--- config.mk ---
export PLATFORM = sky130hd
export DESIGN_NAME = udp_port_frame_classifier_flat
export DESIGN_NICKNAME = d
export VERILOG_FILES = /design/src/upf_pkg.sv /design/src/upf_in_if.sv /design/src/upf_out_if.sv /design/src/udp_port_frame_classifier.sv /design/src/flat_wrapper.sv
export VERILOG_INCLUDE_DIRS = /design/src /design/src/src
export SDC_FILE = /design/constraint.sdc
export NUM_CORES = 1
export LEC_CHECK = 0
export BUFFER_PORTS_ARGS = -buffer_cell sky130_fd_sc_hd__buf_4
export CAP_MARGIN = 20
export CORE_ASPECT_RATIO = 1.5
export CORE_MARGIN = 2
export CORE_UTILIZATION = 60
export DETAILED_ROUTE_END_ITERATION = 16
export MAX_ROUTING_LAYER = met4
export PLACE_DENSITY_LB_ADDON = 0.2
export SLEW_MARGIN = 20
export SYNTH_ARGS = -nofsm -noshare
export SYNTH_HDL_FRONTEND = slang
export SYNTH_SLANG_ARGS = --single-unit
--- constraint.sdc ---
create_clock -name clk_i -period 5.6 [get_ports clk_i]
set_clock_uncertainty 0.05 [all_clocks]
set_input_delay 0.84 -clock clk_i [delete_from_list [all_inputs] [get_ports clk_i]]
set_output_delay 0.84 -clock clk_i [all_outputs]
set_load 0.05 [all_outputs]
--- src/assert_macros.svh ---
// Concurrent assertion helpers, clocked on clk_i and disabled in reset.
`ifndef ASSERT_MACROS_SVH
`define ASSERT_MACROS_SVH

`ifndef SYNTHESIS
`define UPF_ASSERT(label, prop, msg) \
  label: assert property (@(posedge clk_i) disable iff (!rst_ni) (prop)) else $error(msg);
`define UPF_ASSERT_NEVER(label, cond, msg) \
  label: assert property (@(posedge clk_i) disable iff (!rst_ni) !(cond)) else $error(msg);
`else
`define UPF_ASSERT(label, prop, msg)
`define UPF_ASSERT_NEVER(label, cond, msg)
`endif

`endif

--- src/upf_pkg.sv ---
package upf_pkg;

  localparam int unsigned ByteW    = 8;
  localparam int unsigned LenW     = 16;
  localparam int unsigned PortW    = 16;
  localparam int unsigned OffW     = 7;
  localparam int unsigned NibW     = 4;
  localparam int unsigned CfgIdxW  = 1;
  localparam int unsigned CfgDataW = 16;

  localparam logic [CfgIdxW-1:0] RegMatchPort    = 1'd0;
  localparam logic [CfgIdxW-1:0] RegCaptureLimit = 1'd1;

  localparam logic [PortW-1:0] MatchPortRst    = 16'd53;
  localparam logic [LenW-1:0]  CaptureLimitRst = 16'd512;

  localparam logic [LenW-1:0]  PosEthTypeHi = 16'd12;
  localparam logic [LenW-1:0]  PosEthTypeLo = 16'd13;
  localparam logic [LenW-1:0]  PosIhl       = 16'd14;
  localparam logic [LenW-1:0]  PosProto     = 16'd23;
  localparam logic [LenW-1:0]  EthHdrLen    = 16'd14;
  localparam logic [LenW-1:0]  Ipv4MinEnd   = 16'd34;
  localparam logic [OffW-1:0]  EthHdrOff    = 7'd14;
  localparam logic [OffW-1:0]  UdpHdrLen    = 7'd8;
  localparam logic [LenW-1:0]  CountMax     = 16'hFFFF;
  localparam logic [15:0]      EtherTypeIpv4 = 16'h0800;
  localparam logic [ByteW-1:0] ProtoUdp     = 8'd17;

endpackage

--- src/upf_in_if.sv ---
interface upf_in_if;
  import upf_pkg::*;

  logic             valid;
  logic             ready;
  logic [ByteW-1:0] frame_byte;
  logic             last_byte;

  modport source (output valid, output frame_byte, output last_byte, input ready);
  modport sink   (input valid, input frame_byte, input last_byte, output ready);
endinterface

--- src/upf_out_if.sv ---
interface upf_out_if;
  import upf_pkg::*;

  logic            valid;
  logic            ready;
  logic            verdict;
  logic            report;
  logic [LenW-1:0] sample_length;
  logic [OffW-1:0] udp_offset;
  logic [LenW-1:0] frame_length;

  modport source (output valid, output verdict, output report, output sample_length,
                  output udp_offset, output frame_length, input ready);
  modport sink   (input valid, input verdict, input report, input sample_length,
                  input udp_offset, input frame_length, output ready);
endinterface

--- src/udp_port_frame_classifier.sv ---
// UDP port frame classifier.
// in_if: one Ethernet frame byte per transfer, last_byte marks the frame end.
// out_if: one verdict transfer per frame, produced from the last byte only;
//   report, sample_length and udp_offset are non-zero only for a UDP frame
//   whose source port equals match_port. frame_length saturates at 65535.
// Configuration: cfg_we_i writes cfg_wdata_i to register cfg_idx_i
//   (0 match_port, 1 capture_limit); write only while idle.
// The verdict is valid in the cycle after the last byte transfer.
// Throughput: one byte per cycle while no verdict waits on out_if.ready, set
//   by the single output register; header fields are captured as the bytes
//   pass and the decision is made on the last byte in the same cycle.
// Reset: per-frame capture state clears, match_port returns to 53 and
//   capture_limit to 512, the output register empties.
// Stall: while a verdict waits on out_if.ready, in_if.ready is low and every
//   byte waits; a byte is taken whenever the output register is empty or
//   being drained in the same cycle.
module udp_port_frame_classifier (
  input  logic                           clk_i,
  input  logic                           rst_ni,
  input  logic                           cfg_we_i,
  input  logic [upf_pkg::CfgIdxW-1:0]    cfg_idx_i,
  input  logic [upf_pkg::CfgDataW-1:0]   cfg_wdata_i,
  upf_in_if.sink                         in_if,
  upf_out_if.source                      out_if
);
  import upf_pkg::*;

  logic [PortW-1:0] match_port_q;
  logic [LenW-1:0]  capture_limit_q;

  logic [LenW-1:0]  byte_count_q, byte_count_d;
  logic [15:0]      ether_type_q, ether_type_d;
  logic [NibW-1:0]  header_words_q, header_words_d;
  logic [ByteW-1:0] ip_protocol_q, ip_protocol_d;
  logic [PortW-1:0] source_port_q, source_port_d;

  logic             out_valid_q;
  logic             verdict_q, verdict_d;
  logic             report_q, report_d;
  logic [LenW-1:0]  sample_q, sample_d;
  logic [OffW-1:0]  uoff_q, uoff_d;
  logic [LenW-1:0]  flen_q;

  logic             in_fire;
  logic             frame_end;
  logic [LenW-1:0]  pos;
  logic [LenW-1:0]  len;
  logic [OffW-1:0]  off;
  logic [OffW-1:0]  udp_end;
  logic [ByteW-1:0] b;

  assign in_if.ready = !out_valid_q || out_if.ready;
  assign in_fire     = in_if.valid && in_if.ready;
  assign frame_end   = in_fire && in_if.last_byte;
  assign pos         = byte_count_q;
  assign b           = in_if.frame_byte;
  assign len         = (pos == CountMax) ? CountMax : pos + 16'd1;

  always_ff @(posedge clk_i or negedge rst_ni) begin
    if (!rst_ni) begin
      match_port_q    <= MatchPortRst;
      capture_limit_q <= CaptureLimitRst;
    end else if (cfg_we_i) begin
      case (cfg_idx_i)
        RegMatchPort:    match_port_q    <= cfg_wdata_i[PortW-1:0];
        RegCaptureLimit: capture_limit_q <= cfg_wdata_i[LenW-1:0];
        default: ;
      endcase
    end
  end

  // header capture, later fields see bytes taken this transfer
  always_comb begin
    ether_type_d   = ether_type_q;
    header_words_d = header_words_q;
    ip_protocol_d  = ip_protocol_q;
    source_port_d  = source_port_q;
    if (pos == PosEthTypeHi) begin
      ether_type_d[15:8] = b;
    end else if (pos == PosEthTypeLo) begin
      ether_type_d[7:0] = b;
    end
    if (pos == PosIhl) begin
      header_words_d = b[NibW-1:0];
    end
    if (pos == PosProto) begin
      ip_protocol_d = b;
    end
    off = EthHdrOff + {1'b0, header_words_d, 2'b00};
    if (pos == {{(LenW-OffW){1'b0}}, off}) begin
      source_port_d[15:8] = b;
    end else if (pos == {{(LenW-OffW){1'b0}}, off} + 16'd1) begin
      source_port_d[7:0] = b;
    end
    byte_count_d = len;
  end

  assign udp_end = off + UdpHdrLen;

  always_comb begin
    report_d = 1'b0;
    sample_d = '0;
    uoff_d   = '0;
    if (len < EthHdrLen) begin
      verdict_d = 1'b0;
    end else if (ether_type_d != EtherTypeIpv4) begin
      verdict_d = 1'b1;
    end else if (len < Ipv4MinEnd) begin
      verdict_d = 1'b0;
    end else if (ip_protocol_d != ProtoUdp) begin
      verdict_d = 1'b1;
    end else if ({{(LenW-OffW){1'b0}}, udp_end} > len) begin
      verdict_d = 1'b0;
    end else begin
      verdict_d = 1'b1;
      if (source_port_d == match_port_q) begin
        report_d = 1'b1;
        sample_d = (len < capture_limit_q) ? len : capture_limit_q;
        uoff_d   = off;
      end
    end
  end

  always_ff @(posedge clk_i or negedge rst_ni) begin
    if (!rst_ni) begin
      byte_count_q   <= '0;
      ether_type_q   <= '0;
      header_words_q <= '0;
      ip_protocol_q  <= '0;
      source_port_q  <= '0;
    end else if (in_fire) begin
      if (in_if.last_byte) begin
        byte_count_q   <= '0;
        ether_type_q   <= '0;
        header_words_q <= '0;
        ip_protocol_q  <= '0;
        source_port_q  <= '0;
      end else begin
        byte_count_q   <= byte_count_d;
        ether_type_q   <= ether_type_d;
        header_words_q <= header_words_d;
        ip_protocol_q  <= ip_protocol_d;
        source_port_q  <= source_port_d;
      end
    end
  end

  always_ff @(posedge clk_i or negedge rst_ni) begin
    if (!rst_ni) begin
      out_valid_q <= 1'b0;
    end else if (frame_end) begin
      out_valid_q <= 1'b1;
    end else if (out_if.ready) begin
      out_valid_q <= 1'b0;
    end
  end

  always_ff @(posedge clk_i) begin
    if (frame_end) begin
      verdict_q <= verdict_d;
      report_q  <= report_d;
      sample_q  <= sample_d;
      uoff_q    <= uoff_d;
      flen_q    <= len;
    end
  end

  assign out_if.valid         = out_valid_q;
  assign out_if.verdict       = verdict_q;
  assign out_if.report        = report_q;
  assign out_if.sample_length = sample_q;
  assign out_if.udp_offset    = uoff_q;
  assign out_if.frame_length  = flen_q;

`include "assert_macros.svh"

  `UPF_ASSERT(a_report_passes, out_valid_q && report_q |-> verdict_q, "report on dropped frame")
  `UPF_ASSERT(a_sample_capped, out_valid_q && report_q |-> sample_q <= flen_q, "sample over length")
  `UPF_ASSERT(a_frame_clears, frame_end |=> byte_count_q == '0, "frame state not cleared")
  `UPF_ASSERT(a_verdict_source, $rose(out_valid_q) |-> $past(frame_end), "verdict without last byte")
  `UPF_ASSERT_NEVER(a_no_overrun, frame_end && out_valid_q && !out_if.ready, "verdict overwritten")

endmodule

--- src/flat_wrapper.sv ---
// flat-port wrapper written by rule: the top's interface ports become plain ports
module udp_port_frame_classifier_flat import upf_pkg::*;
  (clk_i, rst_ni, cfg_we_i, cfg_idx_i, cfg_wdata_i, in_if_valid, in_if_frame_byte, in_if_last_byte, in_if_ready, out_if_valid, out_if_verdict, out_if_report, out_if_sample_length, out_if_udp_offset, out_if_frame_length, out_if_ready);
  upf_in_if in_if_i ();
  upf_out_if out_if_i ();
  input  logic clk_i;
  input  logic rst_ni;
  input  logic cfg_we_i;
  input  logic [upf_pkg::CfgIdxW-1:0] cfg_idx_i;
  input  logic [upf_pkg::CfgDataW-1:0] cfg_wdata_i;
  input wire logic [$bits(in_if_i.valid)-1:0] in_if_valid;
  input wire logic [$bits(in_if_i.frame_byte)-1:0] in_if_frame_byte;
  input wire logic [$bits(in_if_i.last_byte)-1:0] in_if_last_byte;
  output wire logic [$bits(in_if_i.ready)-1:0] in_if_ready;
  output wire logic [$bits(out_if_i.valid)-1:0] out_if_valid;
  output wire logic [$bits(out_if_i.verdict)-1:0] out_if_verdict;
  output wire logic [$bits(out_if_i.report)-1:0] out_if_report;
  output wire logic [$bits(out_if_i.sample_length)-1:0] out_if_sample_length;
  output wire logic [$bits(out_if_i.udp_offset)-1:0] out_if_udp_offset;
  output wire logic [$bits(out_if_i.frame_length)-1:0] out_if_frame_length;
  input wire logic [$bits(out_if_i.ready)-1:0] out_if_ready;
  assign in_if_i.valid = in_if_valid;
  assign in_if_i.frame_byte = in_if_frame_byte;
  assign in_if_i.last_byte = in_if_last_byte;
  assign in_if_ready = in_if_i.ready;
  assign out_if_valid = out_if_i.valid;
  assign out_if_verdict = out_if_i.verdict;
  assign out_if_report = out_if_i.report;
  assign out_if_sample_length = out_if_i.sample_length;
  assign out_if_udp_offset = out_if_i.udp_offset;
  assign out_if_frame_length = out_if_i.frame_length;
  assign out_if_i.ready = out_if_ready;
  udp_port_frame_classifier u_core (.clk_i(clk_i), .rst_ni(rst_ni), .cfg_we_i(cfg_we_i), .cfg_idx_i(cfg_idx_i), .cfg_wdata_i(cfg_wdata_i), .in_if(in_if_i), .out_if(out_if_i));
endmodule
# After elaboration in Yosys (flattened, before gate mapping)
# Cells that the tools add are included.
# op_classes
add_sub_neg,4
multipliers,0
div,0
order_cmp,4
n_eq_ne,10
shifts,0
n_mux,22
bitwise,2
n_reduce_logical,9
# ops
cell,n
16-bit 2-to-1 mux,5
8-bit 2-to-1 mux,8
"16-bit by 4-bit equality test with 1-bit output, second input constant",3
16-bit equality test,2
"16-bit by 1-bit adder with 16-bit output, second input constant",1
"16-bit equality test, second input constant",1
"16-bit by 5-bit equality test with 1-bit output, second input constant",1
16-bit by 7-bit equality test with 1-bit output,1
7-bit by 16-bit > comparator with 1-bit output,1
16-bit less-than comparator,1
"16-bit by 4-bit less-than comparator with 1-bit output, second input constant",1
"16-bit by 6-bit less-than comparator with 1-bit output, second input constant",1
"16-bit by 12-bit != test with 1-bit output, second input constant",1
"7-bit by 1-bit adder with 8-bit output, second input constant",1
4-bit 2-to-1 mux,2
"8-bit by 5-bit != test with 1-bit output, second input constant",1
"4-bit by 6-bit adder with 7-bit output, first input constant",1
"7-bit by 4-bit adder with 7-bit output, second input constant",1
1-bit 2-to-1 mux,7
6-bit OR reduction,1
5-bit OR reduction,1
2-bit AND reduction,2
1-bit logical AND,2
1-bit inverter,2
other kinds (3),3
# word_totals
ff_bits,134
latch_bits,0
ramBits,0
rom_bits,0
inputBits,31
output_inout_bits,43
wordCells,64
n_memories,0

# Depth between registers and ports, before layout
# logic_depth
depth_word,10
ltp_mapped,24
depth_no_buf,21

# Worst setup path before layout
# Ideal clock, no wire load.
# synth_timing
kind,register -> register
start,register u_core.byte_count_q[0]
end,"register u_core.sample_q[13] (netlist: u_core.out_if.sample_length[13]), data pin"
arrival_time_ns,4.379
t_required_ns,5.380
setup_slack_ns,1.001
stages_incl_launch_ff,25
path_buffers,3
synth_period_minus_slack_ns,4.599
path_cell_list,dfrtp_1 -> clkbuf_1 -> inv_1 -> ha_1 -> nand2b_1 -> or2_1 -> nor2_1 -> nor2_1 -> a21oi_1 -> ha_1 -> buf_2 -> xor2_1 -> ha_1 -> xnor2_1 -> ha_1 -> a21o_1 -> a21o_1 -> nand2b_1 -> o31ai_1 -> o2bb2ai_1 -> a21boi_1 -> a2111oi_4 -> nand4_2 -> buf_6 -> a311oi_2
# synth_between
elab_chain_len,10
# synth_lines
item,line_no,text
from (decl),udp_port_frame_classifier.sv:31,"logic [LenW-1:0] byte_count_q, byte_count_d;"
from (signal assigned),udp_port_frame_classifier.sv:139,byte_count_q <= byte_count_d;
16-bit by 4-bit equality test with 1-bit output (*),udp_port_frame_classifier.sv:83,if (pos == PosIhl) begin
4-bit 2-to-1 mux (*),udp_port_frame_classifier.sv:83,
4-bit by 6-bit adder with 7-bit output (*),udp_port_frame_classifier.sv:89,"off = EthHdrOff + {1'b0, header_words_d, 2'b00};"
named net u_core.off[2],udp_port_frame_classifier.sv:48,logic [OffW-1:0] off;
7-bit by 1-bit adder with 8-bit output,udp_port_frame_classifier.sv:92,"end else if (pos == {{(LenW-OffW){1'b0}}, off} + 16'd1) begin"
16-bit equality test,udp_port_frame_classifier.sv:92,
8-bit 2-to-1 mux,udp_port_frame_classifier.sv:92,
8-bit 2-to-1 mux,udp_port_frame_classifier.sv:90,"if (pos == {{(LenW-OffW){1'b0}}, off}) begin"
16-bit equality test,udp_port_frame_classifier.sv:116,if (source_port_d == match_port_q) begin
1-bit inverter (no source line),-,
6-bit OR reduction (no source line) (*),-,
to (signal assigned),udp_port_frame_classifier.sv:162,sample_q <= sample_d;
to (decl),udp_port_frame_classifier.sv:40,"logic [LenW-1:0] sample_q, sample_d;"
# Mark *: on every way through the listed nets, which the timed path passes. The rest lies on a longest branch.
# A chain may end at the register's enable or synchronous reset.

# Final worst setup path
# layout_timing
start,register u_core.byte_count_q[0]
end,"register u_core.sample_q[0] (netlist: u_core.out_if.sample_length[0]), data pin"
# The elaborated chain is that of the path after synthesis.

==> reports/results.ini <==
[clock_network]
cts_buffers=17
htree_levels=4
clk_pin_slew_ns=0.06
clock_latency_ns=0.41
clockBufferDepth=2
postCtsSetupBuffers=0
numClockSinks=133
cts_tree=built
ctsRootBufferMaster=clkbuf_16

[synth]
synthFlopType=dfrtp_1
ys_seq_area_share_pct=46.4
muxShareOfSynthArea_pct=5.87
ys_warn_count=0
synthAdderAreaFrac_pct=4.27
synth_top_family_by_area=compound AO/OA/AOI/OAI gates
ys_async_sr_fraction_pct=69.9
ys_types=81
avgSynthCellArea_um2=9.79
synth-edff-count=40
synth_seq_cells=133
synth-compound-area-share_pct=18.9
synthesis.area_um2=7610
netlist_instances=778
synth_xor_xnor_area_share_pct=2.30
synthSimpleGateAreaFrac_pct=16.9
synthesis.nets=835

[sta]
finalHoldViolations=0
max_freq_mhz=194
setup_violations=0
fin_crit_sh_pct=92.2
fin_ws_ns=0.439
rsz0062_at_grt=no
fin_tns_setup_ns=0
period_minus_slack_ns=5.16
relSlewSlack_pct=41.2
maxSlewViolCount=0
hold_ws_ns=0.305
worst_slew_pin_slew_ns=0.882

[power_and_ir_drop]
internal_power_mw=2.04
power-per-cell-area_nw_per_um2=322
leakage_nw=3.79
switching_power_mw=0.834
clock_power_share_pct=40.0
p_seq_share_pct=43.4
switching_share_pct=29.0
ir_worst_vdd_v=0.000271
power.share.combinational_pct=16.6

[place]
port_buffers=72
place_congestion=0.989
place_inst=977
dp_slack_ns=0.346
hpwl_mm=14.9

[worst_hold_path]
hold_path.class=in2async

[global_route]
grt_max_degree=70
grt.overflow.total=0
grt_pass1_wl_mm=32.9
first_global_vias=6362
track_usage_pct=32.9
antenna_found_initial=0

[critical_path]
critPathMaxFanout=16
cp_data_required_time_ns=5.78
endpoint_kind=flop
reg2reg_from=u_core.byte_count_q[0]
cp-start-kind=flop
worstSetupPathType=reg2reg
r2r_cells=22
reg2reg_slack_ns=0.44
r2r-end=u_core.out_if.sample_length[0]
cp.arrival_ns=5.34

[routing]
vias=6484
drc_errors=0
ant_nets=0
drt-pass1-iter-count=7
avgRoutedWirePerCell_um=20.8
drt_iter0_drc=470
totalWireLength_mm=21.1
vias_per_cell=6.42

[outcome]
status=finished, final reports clean

[cells_and_area]
diodes=0
final_nets=898
layoutNonFillerInstCount=1010
final_cell_mix=buf_4, dfrtp_1, nand2_1, o21ai_0, inv_1
drive_gt1_share_pct=21.8
layout_commonest_cell=buf_4
area_growth_pct=17.3
fillCellCount=943

[floorplan]
die_area_um2=13600
num_rows=50
design.core.area_um2=12400
initial_core_util_pct=61.2
die_h_um=142
io_pins=74
dieWidth_um=96.0

[flow_run]
maxCapViolations=0

-- layer usage --
metal | track usage [%] | wire length, um | vias to the layer above
met1 | 38.1 | 7780 | 3161
met5 | - | 0 | -
li1 | - | - | 2953
met3 | 5.46 | 1260 | 79
met2 | 53.8 | 11000 | 291
met4 | 17.6 | 1060 | 0
-- kinds of logic (layout without fill, tap and decap cells) --
logic type / after synthesis / in the layout
and+or+nand+nor: 251 / 251
AOI/OAI and AO/OA: 208 / 208
DFF: 133 / 133
buffers and inverters: 98 / 174
muxes: 41 / 41
adders and majority gates: 26 / 26
xor gates and xnor gates: 20 / 20
other: 1 / 1
-- per-stage QoR --
| stage | power (mW) | instance area, um^2 | util (%) |
|---|---|---|---|
| 6_report | 2.87 | 8930 | 71.8 |
| 5_1_grt | 2.99 | 8930 | 71.8 |
| 4_1_cts | 2.87 | 8910 | 71.6 |
| 3_5_place_dp | 1.73 | 8310 | 66.7 |
| 3_3_place_gp | 1.70 | 8310 | 66.7 |
| 2_1_floorplan | 1.56 | 7610 | - |
-- power by group through the flow --
stage	logic [mW]	clock network, mW	registers, mW
finish	0.476	1.15	1.25
global route	0.528	1.20	1.26
CTS	0.472	1.16	1.24
detailed placement	0.466	0	1.26
global placement	0.448	0	1.25
floorplan	0.291	0	1.27
-- worst max-delay path, cell delays in order, from the launching register on --
cell	delay (ns)
dfrtp_1	0.48
inv_1	0.13
ha_1	0.27
nand2b_1	0.11
or2_1	0.30
nor2_2	0.28
nor2_1	0.08
a21oi_1	0.20
ha_2	0.35
xor2_1	0.12
ha_1	0.24
xnor2_1	0.17
ha_1	0.26
a21o_1	0.16
a21o_1	0.18
nand2b_1	0.14
o31ai_1	0.07
o2bb2ai_1	0.18
a21boi_1	0.15
a2111oi_4	0.22
nand4_2	0.33
buf_12	0.28
a311oi_1	0.22
-- flip-flops by register name, indices dropped and copies added, names as in the netlist --
| register | cells |
|---|---|
| u_core.byte_count_q | 16 |
| u_core.capture_limit_q | 16 |
| u_core.ether_type_q | 16 |
| u_core.match_port_q | 16 |
| u_core.out_if.frame_length | 16 |
| u_core.out_if.sample_length | 16 |
| u_core.source_port_q | 16 |
| u_core.ip_protocol_q | 8 |
| u_core.out_if.udp_offset | 6 |
| u_core.header_words_q | 4 |
| u_core.out_if.report | 1 |
| u_core.out_if.valid | 1 |
| u_core.out_if.verdict | 1 |
-- cells in the mapped netlist (all sizes together) (7+ instances only) --
cell | number | area share [%]
nor3 | 23 | 1.5
o21ai | 74 | 4.9
dfrtp | 88 | 29
mux2 | 29 | 4.3
a21oi | 26 | 1.8
clkbuf | 31 | 1.5
edfxtp | 40 | 16
mux2i | 12 | 1.6
xnor2 | 8 | 0.92
nor4 | 10 | 1.3
buf | 16 | 1.3
nand2 | 89 | 4.5
a22o | 9 | 1.0
nand2b | 7 | 0.58
a211oi | 12 | 1.5
xor2 | 12 | 1.4
a21o | 8 | 0.79
nor2 | 52 | 2.6
nand3 | 20 | 1.3
a22oi | 32 | 3.2
ha | 26 | 4.3
nand4 | 10 | 0.90
inv | 51 | 2.5
-- worst max path at each step --
stage / startpoint / endpoint / slack, ns / cells past startpoint
global placement: u_core.byte_count_q[0] / u_core.out_if.sample_length[0] / 0.56 / 22
detailed placement: u_core.byte_count_q[0] / u_core.out_if.sample_length[11] / 0.35 / 22
finish: u_core.byte_count_q[0] / u_core.out_if.sample_length[0] / 0.44 / 22
CTS: u_core.byte_count_q[0] / u_core.out_if.sample_length[0] / 0.27 / 22
global route: u_core.byte_count_q[0] / u_core.out_if.sample_length[0] / 0.03 / 22
floorplan: u_core.byte_count_q[0] / u_core.out_if.sample_length[13] / 1.00 / 24
-- cell type report --
cell class              count  area, um^2  share of cell area (%)
flip-flops and latches    133        3530                    39.6
clock inverters            14         174                    1.95
multi-input cells         547        3700                    41.4
clock buffers              18         429                    4.80
inverters                  51         191                    2.14
well taps                 156         195                    2.18
repair buffers             91         708                    7.93
-- repair_timing --
| action | 4_1_cts | 5_1_grt |
|---|---|---|
| endpoints found under the setup margin | 0 | 17 |
| endpoints found under the hold margin | 0 | 0 |
| hold buffers | 0 | 0 |
| resized for setup | 0 | 2 |
Note: power is estimated with default switching activity, not from simulation.
